--- config.mk ---
export PLATFORM = sky130hd
export DESIGN_NAME = bsd_cnt
export DESIGN_NICKNAME = d
export VERILOG_FILES = /design/src/rtl/core/bsd_pkg.sv /design/src/rtl/core/bsd_cnt.sv
export SDC_FILE = /design/constraint.sdc
export NUM_CORES = 1
export LEC_CHECK = 0
export ABC_AREA = 1
export BUFFER_PORTS_ARGS = -buffer_cell sky130_fd_sc_hd__buf_2
export CAP_MARGIN = 25
export CORE_AREA = 2 2 98 100
export CTS_CLUSTER_DIAMETER = 120
export DETAILED_ROUTE_END_ITERATION = 12
export DIE_AREA = 0 0 100 102
export HOLD_SLACK_MARGIN = 0.15
export PLACE_DENSITY = 0.76
export SLEW_MARGIN = 20
export SYNTH_ARGS = -nofsm -noshare
export SYNTH_HDL_FRONTEND = slang
export SYNTH_SLANG_ARGS = --single-unit
--- constraint.sdc ---
create_clock -name clock -period 2.25 [get_ports clock]
set_input_delay 0.45 -clock clock [delete_from_list [all_inputs] [get_ports clock]]
set_output_delay 0.45 -clock clock [all_outputs]
set_load 0.05 [all_outputs]
--- src/rtl/core/bsd_pkg.sv ---
package bsd_pkg;

   localparam int BSD_MAX_COLS  = 1024;
   localparam int BSD_MAX_SCALE = 8;

   // output rows are capped independently of the column memory
   localparam int ROW_CAP = 1024;
   localparam int ROW_W   = 10;

   localparam int GRAD_W  = 16;
   localparam int SUM_W   = 22;
   localparam int SCALE_W = 4;
   localparam int DIM_W   = 11;
   localparam int CSR_W   = 11;
   localparam int CSR_IDX_W = 2;

   localparam int SCALE_RESET  = 2;
   localparam int WIDTH_RESET  = 1024;
   localparam int HEIGHT_RESET = 1024;

   typedef enum logic [CSR_IDX_W-1:0] {
      CSR_SCALE,
      CSR_OUT_WIDTH,
      CSR_OUT_HEIGHT
   } bsd_csr_type;

   typedef struct packed {
      logic col_end;
      logic row_end;
      logic first_row;
      logic plane_last;
   } bsd_flags_type;

endpackage

--- src/rtl/core/bsd_cnt.sv ---
module bsd_cnt import bsd_pkg::*; #(
   parameter int MAX_COLS  = BSD_MAX_COLS,
   parameter int MAX_SCALE = BSD_MAX_SCALE
) (
   input  logic                     clock,
   input  logic                     reset,
   input  logic                     accept,
   input  logic signed [GRAD_W-1:0] grad_in,
   input  logic [((MAX_SCALE > 1) ? $clog2(MAX_SCALE) : 1)-1:0] scale_m1,
   input  logic [((MAX_COLS > 1) ? $clog2(MAX_COLS) : 1)-1:0]   width_m1,
   input  logic [ROW_W-1:0]         height_m1,
   output logic [((MAX_COLS > 1) ? $clog2(MAX_COLS) : 1)-1:0]   col,
   output bsd_flags_type            flags,
   output logic signed [SUM_W-1:0]  run_sum
);

   localparam int SubW = (MAX_SCALE > 1) ? $clog2(MAX_SCALE) : 1;
   localparam int ColW = (MAX_COLS > 1) ? $clog2(MAX_COLS) : 1;

   logic [SubW-1:0]         sub_col_ff, sub_col_in;
   logic [SubW-1:0]         sub_row_ff, sub_row_in;
   logic [ColW-1:0]         out_col_ff, out_col_in;
   logic [ROW_W-1:0]        out_row_ff, out_row_in;
   logic signed [SUM_W-1:0] run_sum_ff, run_sum_in;
   logic                    col_end, row_end, last_col, last_row;
   logic signed [SUM_W-1:0] grad_ext;

   always_comb begin
      col_end  = sub_col_ff >= scale_m1;
      row_end  = sub_row_ff >= scale_m1;
      last_col = out_col_ff >= width_m1;
      last_row = out_row_ff >= height_m1;
      grad_ext = {{(SUM_W - GRAD_W){grad_in[GRAD_W-1]}}, grad_in};

      flags.col_end    = col_end;
      flags.row_end    = row_end;
      flags.first_row  = (sub_row_ff == '0);
      flags.plane_last = last_col && last_row;

      sub_col_in = sub_col_ff;
      sub_row_in = sub_row_ff;
      out_col_in = out_col_ff;
      out_row_in = out_row_ff;
      run_sum_in = run_sum_ff;
      if (accept) begin
         // horizontal part of the block restarts on its first column
         run_sum_in = ((sub_col_ff == '0) ? '0 : run_sum_ff) + grad_ext;
         if (col_end) begin
            sub_col_in = '0;
            if (last_col) begin
               out_col_in = '0;
               if (row_end) begin
                  sub_row_in = '0;
                  out_row_in = last_row ? '0 : out_row_ff + ROW_W'(1);
               end else begin
                  sub_row_in = sub_row_ff + SubW'(1);
               end
            end else begin
               out_col_in = out_col_ff + ColW'(1);
            end
         end else begin
            sub_col_in = sub_col_ff + SubW'(1);
         end
      end
   end

   always_ff @(posedge clock) begin
      if (reset) begin
         sub_col_ff <= '0;
         sub_row_ff <= '0;
         out_col_ff <= '0;
         out_row_ff <= '0;
         run_sum_ff <= '0;
      end else begin
         sub_col_ff <= sub_col_in;
         sub_row_ff <= sub_row_in;
         out_col_ff <= out_col_in;
         out_row_ff <= out_row_in;
         run_sum_ff <= run_sum_in;
      end
   end

   assign col     = out_col_ff;
   assign run_sum = run_sum_ff;

endmodule

# Word level (Yosys, flattened, before mapping)
# Cells that the tools add are included.
# Widths: inputs -> output; s select.
op_classes:
  reduce_logical: 6
  n_lt_le_gt_ge: 4
  n_mux: 5
  add_sub_neg: 5
ops:
  columns: ["operator", "n"]
  rows:
  - ["$add 22x22->22", 1]
  - ["$mux 22", 1]
  - ["$add 10x1->10 const B", 2]
  - ["$ge 10x10->1", 2]
  - ["$mux 10", 2]
  - ["$add 3x1->3 const B", 2]
  - ["$ge 3x3->1", 2]
  - ["$logic_not 3->1", 2]
  - ["$mux 3", 2]
  - ["$reduce_and 4->1", 1]
  - ["$reduce_and 3->1", 1]
  - ["$reduce_and 2->1", 1]
  - ["$logic_and 1x1->1", 1]
word_totals:
  reg_bits: 48
  output_inout_bits: 36
  in_bits: 42
  word_cells: 25

# Depth between registers and ports, before layout
# Gate-level depths: netlist (run 1).
depth:
  word_depth: 3
  ltp_mapped: 20

# Least setup slack after synthesis (run 1)
# OpenSTA, ideal clock, no wires.
synth_path:
  path_kind: "register to register"
  from: "reg sub_col_ff[0]"
  to: "reg run_sum_ff[12] (netlist: run_sum[12])"
  stages_incl_launch_ff: 20
  arrival_time_ps: 2358
  required_ps: 2137
  path_buffers: 1
  slack_ps: -221
  setup_ps: 113
  cell_sequence: "dfxtp_1 inv_1 ha_1 nand2_1 inv_1 clkbuf_1 nor2_1 ha_1 inv_1 fa_1 inv_1 nand3_1 nand3_1 nand2_1 nand2_1 nand2_1 nand2_1 nor2_1 o21ai_1 inv_1"
synth_via:
  elab_chain_cells: 3
synth_lines:
  columns: ["item", "line_no", "source"]
  rows:
  - ["start, declared", "bsd_cnt.sv:20", "logic [SubW-1:0] sub_col_ff, sub_col_in;"]
  - ["start signal, assigned", "bsd_cnt.sv:75", "sub_col_ff <= sub_col_in;"]
  - ["$logic_not 3->1", "bsd_cnt.sv:47", "run_sum_in = ((sub_col_ff == '0) ? '0 : run_sum_ff) + grad_ext;"]
  - ["$mux 22", "bsd_cnt.sv:47", null]
  - ["$add 22x22->22", "bsd_cnt.sv:47", null]
  - ["end signal, assigned", "bsd_cnt.sv:79", "run_sum_ff <= run_sum_in;"]
  - ["end, declared", "bsd_cnt.sv:24", "logic signed [SUM_W-1:0] run_sum_ff, run_sum_in;"]
# Every way passes these cells.
# A chain may end at the register's enable or synchronous reset.

# Final worst setup path (run 1)
layout_path:
  from: "reg sub_col_ff[0]"
  to: "reg run_sum_ff[18] (netlist: run_sum[18])"
# Same word-level chain as after synthesis.

==> results of run 1 <==
==> worst paths after layout <==
| check | end | from | slack, ns | cells after the start |
|---|---|---|---|---|
| max | run_sum[18] | sub_col_ff[0] | -0.11 | 18 |
| min | sub_row_ff[0] | sub_row_ff[0] | 0.49 | 2 |
| max reg2reg | run_sum[18] | sub_col_ff[0] | -0.11 | 18 |
| min reg2reg | sub_row_ff[0] | sub_row_ff[0] | 0.49 | 2 |
==> synthesized netlist by cell type, drive strengths merged <==
cell type,count
a21oi,46
fa,1
xnor2,3
nor4,1
a21o,2
inv,172
o21bai,3
nor3b,3
o211ai,1
buf,9
nand2,201
o21ai,28
ha,53
or2,2
nor2,83
nand3b,1
dfxtp,48
nand4,14
nand3,49
and2,1
nor3,13
xor2,13
a211oi,1
clkbuf,6
==> critical path: cells and delay by family, from the launching register on <==
| kind | cells | cell delay [ns] |
|---|---|---|
| adder cells (fa/ha/maj) | 2 | 0.39 |
| buffers and inverters | 7 | 0.68 |
| AO/OA/AOI/OAI | 2 | 0.40 |
| AND/OR/NAND/NOR | 7 | 0.49 |
| flip-flops | 1 | 0.35 |
==> final cells by class <==
type	instances	share of cell area, %
Tap cell	111	2.232
Sequential cell	48	15.60
Clock inverter	2	0.9650
Inverter	172	10.49
Timing Repair Buffer	128	13.11
Multi-Input combinational cell	519	56.49
Clock buffer	5	1.106
==> through the flow <==
stage / utilization (%) / worst slack (ns) / area, µm² / TNS (ns)
2_1_floorplan: - / 0.003838 / 4693 / 0
3_3_place_gp: 58.35 / -0.07924 / 5315 / -0.2145
3_5_place_dp: 58.35 / -0.1322 / 5315 / -0.8362
4_1_cts: 62.28 / 0.01446 / 5673 / 0
5_1_grt: 68.32 / -0.2031 / 6223 / -1.532
6_report: 68.32 / -0.1085 / 6223 / -0.3416
==> state kept, by name, indices dropped and copies added (netlist names) <==
register / count
sub_col_ff: 3
sub_row_ff: 3
col: 10
run_sum: 22
out_row_ff: 10
==> layer usage <==
metal  track usage (%)  share of wire, %  vias up
met5                 0                 0        -
met4             10.22               3.7        0
met3             3.283               4.1       40
met2             44.75                52      150
met1             25.64                40     2299
li1                  -                 -     2579
==> kinds of logic (layout without fill, tap and decap cells) <==
family,Yosys count,after routing,synth area share (%)
compound gates,81,81,9.660
xor+xnor,16,16,3.022
fa+ha+maj,54,54,14.73
buf+inv,187,307,15.92
flops,48,48,20.72
simple gates,368,368,35.94
==> cells in the final DEF (no fill, tap or decap), drive strengths merged, types with 5 or more instances in the layout <==
cell	Yosys	final
a21oi	46	46
nand2	201	201
clkbuf	6	5
xor2	13	13
dfxtp	48	48
nor3	13	13
inv	172	172
nor2	83	83
ha	53	53
o21ai	28	28
buf	9	128
nand3	49	49
nand4	14	14
==> power breakdown <==
part / internal (mW) / switching (mW)
clock: 0.438 / 0.310
sequential: 0.893 / 0.0252
combinational: 0.447 / 0.733
==> what timing repair did <==
action / in CTS / in global routing
endpoints found under the setup margin: 15 / 18
endpoints found under the hold margin: 0 / 0
buffers inserted: 13 / 12
gates resized for setup: 28 / 123
cloned: 1 / 0
pin swaps: 25 / 54
==> results.toml, run 1 <==
[outcome]
status = "finished, violations left"
violations = "negative setup slack"

[sta]
fmax_mhz = 424.0
fin_crit_ns = 2.358
rsz0062_at_grt = "yes"
worstMarginPinSlew_ns = 0.5240
hold_viol = 0
clock_skew_ns = 0.008196
hold_slack_ns = 0.4896
relSlewSlack_pct = 65.03
post-route-period-util_pct = 104.8
setup_viol = 6
setup_ws_ns = -0.1085
slew_viol_final = 0

[setup_path]
crit_path_max_incr_delay_ns = 0.35
arrival_ns = 2.63
crit_slowest_cell = "dfxtp_2"
cp-end-kind = "flop"
crit_path_max_fanout = 7
path_cells = "inv_2 -> ha_4 -> nand2_4 -> inv_4 -> buf_4 -> buf_12 -> buf_6 -> nor2_4 -> ha_4 -> nand2_1 -> nand2_1 -> o21bai_1 -> a21oi_2 -> buf_4 -> nand3_2 -> nand3_2 -> nand2_2 -> inv_2"
timing.critical_path.required_ns = 2.52
critPathKind = "reg2reg"
start_kind = "flop"

[floorplan]
die_height_um = 102
dieArea_mm2 = 0.01020
ioPinCount = 78
die_w_um = 100
start_util_pct = 50.91
rows = 35
core-area_mm2 = 0.009109

[cts]
cts_hold_buf = 0
cts-buffers-inserted = 5
root_buffer = "clkbuf_8"
cts_tree = "built"
cts.sinks = 48
clk-insertion-delay-late_ns = 0.31
clk_pin_slew_ns = 0.09
clockBufferDepth = 2
h-tree-depth = 2

[synth]
synth-seq-area-share_pct = 20.72
synth_area_mm2 = 0.004637
synth.distinct_cells = 42
synth_area_per_cell_um2 = 6.150
synth_top_area_cell = "dfxtp_1"
syn_inst = 754
yosys-top-cells-area = "dfxtp_1, nand2_1, ha_1"
synth-seq-cells = 48
synthDominantCellAreaShare_pct = 20.72
syn-num-nets = 850
synth_warnings = 0

[global_route]
antenna_found_initial = 0
grt_max_degree = 33
grt_overflow_total = 0
grt_pass1_wl_um = 19430
grt.total_usage_pct = 23.35
grt_pass1_vias = 4651

[layout]
area_delta_synth_final_pct = 34.21
nFillCells = 747
final_cells = 985
nets = 970
seq_area_um2 = 970.9
multi_input_area_mm2 = 0.003516
drive_above_1_share_pct = 34.10
antenna_cells = 0

[detailed_routing]
wl_per_cell_um = 13.22
ant_nets = 0
first_iter_violations = 176
via_count = 5068
wl_um = 13030
vias_per_cell = 5.145
first_pass_iters = 5
route.detailed.drc = 0

[placement]
gp_congestion = 0.9121
dp.cells = 953
io_buffers = 77
dp_hpwl_um = 9069

[pwr]
ir_drop_mv = 0.2879
power.total_mw = 2.846
power.leakage_nw = 3.384
p_per_area_mw_per_mm2 = 457.3

[run]
cap_violations = 0

[min_path]
hold_class = "reg2reg"
No activity file was read; power rests on OpenSTA's default activity.
==> run 2: changes to the inputs <==
CORE_AREA = 2 2 93 95   (was 2 2 98 100)
DIE_AREA = 0 0 95 97   (was 0 0 100 102)
PLACE_DENSITY = 0.8   (was 0.76)
clock period = 2.8 ns   (was 2.25 ns; I/O delays follow)
==> run 2 against run 1 <==
Compared with the run above: the flow now finishes without violations; wire length shrank 13%; cell area down 16%; total power fell by 31%; utilization shrank 3.9 points; combinational power is 43% lower; sequential power decreased by 19%; clock-buffer cell count is 1 higher; critical path type unchanged; critical endpoint is now run_sum[16]; largest power group is now registers.
==> results.toml, run 2 (synthesized netlist as in run 1, its figures left out) <==
[outcome]
status = "finished clean"

[detailed_routing]
wl_um = 11340
ant_nets = 0
wl_per_cell_um = 12.13
first_pass_iters = 5
route.detailed.drc = 0
via_count = 4808
vias_per_cell = 5.142
first_iter_violations = 148

[cts]
h-tree-depth = 2
cts.sinks = 48
cts-buffers-inserted = 5
clk-insertion-delay-late_ns = 0.32
clk_pin_slew_ns = 0.10
clockBufferDepth = 2
cts_tree = "built"
root_buffer = "clkbuf_8"

[sta]
fin_crit_ns = 2.568
worstMarginPinSlew_ns = 0.9318
hold_viol = 0
setup_viol = 0
clock_skew_ns = 0.004191
fmax_mhz = 389.5
hold_slack_ns = 0.4926
slew_viol_final = 0
post-route-period-util_pct = 91.70
relSlewSlack_pct = 37.81
setup_ws_ns = 0.2325

[placement]
dp_hpwl_um = 9156
io_buffers = 77
place_ws_ns = 0.1458
gp_congestion = 0.9586

[layout]
area_delta_synth_final_pct = 13.06
seq_area_um2 = 960.9
nets = 925
multi_input_area_mm2 = 0.002948
largest_reg_flops = 22
antenna_cells = 0
final_common_cell = "nand2_1"
layout_common_cells = "nand2_1, inv_1, buf_2, nor2_1, ha_1"
nFillCells = 778
drive_above_1_share_pct = 16.51

[min_path]
hold_class = "reg2reg"
min_path_cells = 2

[setup_path]
critPathKind = "reg2reg"
start_kind = "flop"
cpLargestDelayFamily = "simple AND/OR/NAND/NOR gates"
path_cells = "inv_1 -> ha_1 -> nand2_1 -> inv_1 -> nor2_1 -> ha_2 -> inv_1 -> fa_2 -> inv_1 -> nand3_1 -> nand3_2 -> nand2_1 -> nand2_1 -> nand2_1 -> nand3_1 -> nand3_1 -> nand2_1 -> inv_1"
crit_slowest_cell = "dfxtp_1"
crit_path_max_incr_delay_ns = 0.40
arrival_ns = 2.79
cp.depth = 18
timing.critical_path.required_ns = 3.03
cp-end-kind = "flop"
crit_path_max_fanout = 4
path_buf_inv = 5
reg2reg_depth = 18

[floorplan]
die_height_um = 97
ioPinCount = 78
dieArea_mm2 = 0.009215
die_w_um = 95
core-area_mm2 = 0.008134
start_util_pct = 57.01
rows = 33

[global_route]
antenna_found_initial = 0
grt_pass1_wl_um = 19690
grt.total_usage_pct = 26.10
grt_max_degree = 33
grt_pass1_vias = 4720
grt_overflow_total = 0

[pwr]
power.leakage_nw = 3.048
p_per_area_mw_per_mm2 = 375.7
ir_drop_mv = 0.1949

[run]
cap_violations = 0
run 2: power by group:
group	internal, mW	switching, mW	leakage [nW]	total (mW)
Combinational	0.206	0.466	2.59	0.672
Clock	0.293	0.266	0.0614	0.558
Sequential	0.717	0.0226	0.393	0.740
Total	1.22	0.754	3.05	1.97
run 2: layout make-up:
| type | count | area share (%) |
|---|---|---|
| clock inverters | 2 | 0.7399 |
| well taps | 105 | 2.506 |
| clock buffers | 6 | 1.575 |
| multi-input cells | 519 | 56.23 |
| flip-flops and latches | 48 | 18.33 |
| inverters | 172 | 12.41 |
| repair buffers | 83 | 8.210 |
run 2: timing repair:
| item | 4_1_cts | 5_1_grt |
|---|---|---|
| buffers inserted | 0 | 0 |
| hold buffers | 0 | 0 |
| resized for setup | 0 | 3 |
| hold endpoints to repair | 0 | 0 |
| setup endpoints to repair | 0 | 4 |
run 2: layer usage:
layer  track usage (%)  vias to the layer above  wire length, µm
met1             29.80                     2194             4758
met2             48.34                      110             5779
met5                 0                        -                0
li1                  -                     2476                -
met3             3.115                       28              463
met4             9.922                        0              340
run 2: worst min-delay path, cell delays in order, from the launching register on:
cell     delay [ns]
dfxtp_1        0.33
nand2_1        0.07
a21oi_1        0.06
run 2: final timing paths:
path | endpoint | startpoint | slack, ns
setup / recovery | run_sum[16] | sub_col_ff[1] | 0.23
hold / removal | sub_row_ff[0] | sub_row_ff[0] | 0.49
setup reg to reg | run_sum[16] | sub_col_ff[1] | 0.23
hold reg to reg | sub_row_ff[0] | sub_row_ff[0] | 0.49
run 2: per-stage QoR:
step | cell area, µm² | cells | util [%] | setup TNS, ns | total power [mW]
5_1_grt | 5243 | 935 | 64.45 | -0.02148 | 2.085
3_5_place_dp | 5111 | 927 | 62.84 | 0 | 1.423
4_1_cts | 5233 | 935 | 64.33 | 0 | 1.979
3_3_place_gp | 5111 | 927 | 62.84 | 0 | 1.407
6_report | 5243 | 935 | 64.45 | 0 | 1.969
2_1_floorplan | 4637 | 754 | - | 0 | 1.263
==> run 3: changes to the inputs <==
ABC_AREA = default   (was 1)
CORE_AREA = 2 2 86 88   (was 2 2 93 95)
DIE_AREA = 0 0 88 90   (was 0 0 95 97)
PLACE_DENSITY = 0.81   (was 0.8)
SKIP_LAST_GASP = 1   (was default)
==> run 3 against run 2 <==
Compared with the run above: the flow now finishes with violations (negative setup slack); synthesized cell count shrank 35%; first-iteration DRC count grew 22%; register-to-register slack lost 0.29 ns; total power shrank 4.4%; maximum frequency shrank 10%; via count shrank 15%; largest cell class unchanged; highest routed layer unchanged.
==> results.toml, run 3 <==
[global_route]
grt.total_usage_pct = 24.88
grt_pass1_wl_um = 16330
antenna_found_initial = 1
grt_pass1_vias = 3821
grt_max_degree = 38
grt_overflow_total = 0

[floorplan]
start_util_pct = 55.57
rows = 31
die_w_um = 88
die_height_um = 90
dieArea_mm2 = 0.007920
ioPinCount = 78
core-area_mm2 = 0.007020

[cts]
clk-insertion-delay-late_ns = 0.30
clockBufferDepth = 2
clk_pin_slew_ns = 0.09
cts_hold_buf = 0
h-tree-depth = 2
cts_tree = "built"
cts-buffers-inserted = 5
cts.sinks = 48
root_buffer = "clkbuf_8"

[synth]
yosys-top-cells-area = "dfxtp_1, ha_1, a21oi_1"
synth_top_area_cell = "dfxtp_1"
ys.flop_type = "dfxtp_1"
synth.most_common_cell = "ha_1"
synth_edf_count = 0
synth_area_mm2 = 0.003901
syn_inst = 491
synthArstFlopShare_pct = 0
synth.distinct_cells = 51
synth-seq-area-share_pct = 24.63
synth-seq-cells = 48
synth_area_per_cell_um2 = 7.946
syn-num-nets = 587
synthDominantCellAreaShare_pct = 24.63
synth_warnings = 0
synth_commonest_cells = "ha_1, dfxtp_1, nand2_1"

[pwr]
power.leakage_nw = 2.497
p_per_area_mw_per_mm2 = 361.3
ir_drop_mv = 0.2542

[sta]
worstMarginPinSlew_ns = 0.7213
fin_crit_ns = 2.860
fmax_mhz = 349.6
relSlewSlack_pct = 51.86
hold_viol = 0
fin_setup_tns_ns = -0.1905
clock_skew_ns = 0.004683
setup_viol = 6
rsz0062_at_grt = "yes"
post-route-period-util_pct = 102.2
slew_viol_final = 0
setup_ws_ns = -0.06046

[detailed_routing]
via_count = 4075
wl_um = 10930
route.detailed.drc = 0
vias_per_cell = 5.797
wl_per_cell_um = 15.54
ant_nets = 0
first_iter_violations = 180
first_pass_iters = 5

[layout]
utilization_pct = 74.21
area_delta_synth_final_pct = 33.55
largest_reg_flops = 22
design_area_mm2 = 0.005210
layout_common_cells = "buf_2, buf_4, dfxtp_1, ha_1, nand2_1"
drive_above_1_share_pct = 33.33
final_common_cell = "buf_2"
final_cells = 703
nets = 698

[setup_path]
r2r_start = "sub_col_ff[1]"
cp-endpoint = "run_sum[20]"
critPathKind = "reg2reg"
crit_slowest_cell = "dfxtp_2"
timing.critical_path.required_ns = 3.00
reg2reg_depth = 16
r2r_slack_ns = -0.06
cp-startpoint = "sub_col_ff[1]"
path_cells = "inv_2 -> ha_4 -> nand2b_4 -> and2_4 -> ha_4 -> inv_2 -> fa_2 -> nor2b_2 -> o21a_1 -> o21ai_4 -> a211oi_2 -> buf_4 -> o211ai_1 -> o21ai_1 -> xnor2_1 -> o21ai_1"
crit_path_max_fanout = 7
arrival_ns = 3.06
cp-end-kind = "flop"
crit_path_max_incr_delay_ns = 0.35
r2r-end = "run_sum[20]"
start_kind = "flop"

[placement]
placedInstanceArea_mm2 = 0.004603
dp_hpwl_um = 7023
dp.cells = 678
io_buffers = 77
gp_congestion = 0.8827

[run]
cap_violations = 0

[min_path]
min_path_cells = 2
hold_class = "reg2reg"

[outcome]
violations = "negative setup slack"
status = "finished, violations left"
[run 3: stage by stage]
| stage | power [mW] | setup slack, ns | hold WS (ns) |
|---|---|---|---|
| 2_1_floorplan | 1.128 | 0.005449 | 0.4567 |
| 3_3_place_gp | 1.253 | -0.05773 | 0.4578 |
| 3_5_place_dp | 1.268 | -0.2129 | 0.4588 |
| 4_1_cts | 1.804 | -0.01091 | 0.4728 |
| 5_1_grt | 1.979 | -0.2069 | 0.5044 |
| 6_report | 1.883 | -0.06046 | 0.4750 |
[run 3: layout make-up]
| class | instances | area [µm²] |
|---|---|---|
| diodes | 1 | 2.502 |
| clock buffers | 6 | 72.57 |
| clock inverters | 2 | 35.03 |
| fillers | 485 | 1810 |
| inverters | 35 | 131.4 |
| multi-input cells | 387 | 3110 |
| flip-flops and latches | 48 | 967.2 |
| well taps | 99 | 123.9 |
| repair buffers | 125 | 767.0 |
[run 3: power by group]
| group | switching (mW) | total [mW] | internal (mW) |
|---|---|---|---|
| logic | 0.379 | 0.636 | 0.257 |
| registers | 0.0254 | 0.739 | 0.714 |
| clock network | 0.242 | 0.507 | 0.266 |
[run 3: how the worst min path moves through the flow]
stage             startpoint            end  slack [ns]
6_report         run_sum[20]    run_sum[20]        0.47
5_1_grt          run_sum[20]    run_sum[20]        0.50
4_1_cts          run_sum[14]    run_sum[14]        0.47
3_5_place_dp     run_sum[20]    run_sum[20]        0.46
3_3_place_gp     run_sum[14]    run_sum[14]        0.46
2_1_floorplan  sub_row_ff[2]  sub_row_ff[2]        0.46
[run 3: timing repair]
item,in CTS,in global routing
pin swaps,13,44
resized for setup,24,47
setup endpoints to repair,11,14
buffers inserted,7,11
hold endpoints to repair,0,0
[run 3: critical path: cells and delay by family, from the launching register on]
family | cells | cell delay [ns]
adders and majority gates | 3 | 0.64
AOI/OAI and AO/OA | 6 | 0.94
DFF | 1 | 0.35
buffers and inverters | 3 | 0.25
and+or+nand+nor | 3 | 0.44
xor gates and xnor gates | 1 | 0.14
[run 3: kinds of logic (layout without fill, tap and decap cells)]
kind of cell	Yosys count	in the layout	share of synthesized area (%)
AND/OR/NAND/NOR	187	187	25.24
AO/OA/AOI/OAI	117	117	19.88
buffers and inverters	56	168	5.933
adder cells (fa/ha/maj)	54	54	17.51
flip-flops	48	48	24.63
XOR/XNOR	20	20	4.490
multiplexers	9	9	2.309
other	0	1	0
[run 3: layer usage]
metal,GRT usage (%),vias to the layer above,routed length (µm)
met1,30.83,1883,4443
met2,41.67,163,5437
met3,4.500,47,652
met4,10.38,0,392
met5,0,-,0
li1,-,1982,-
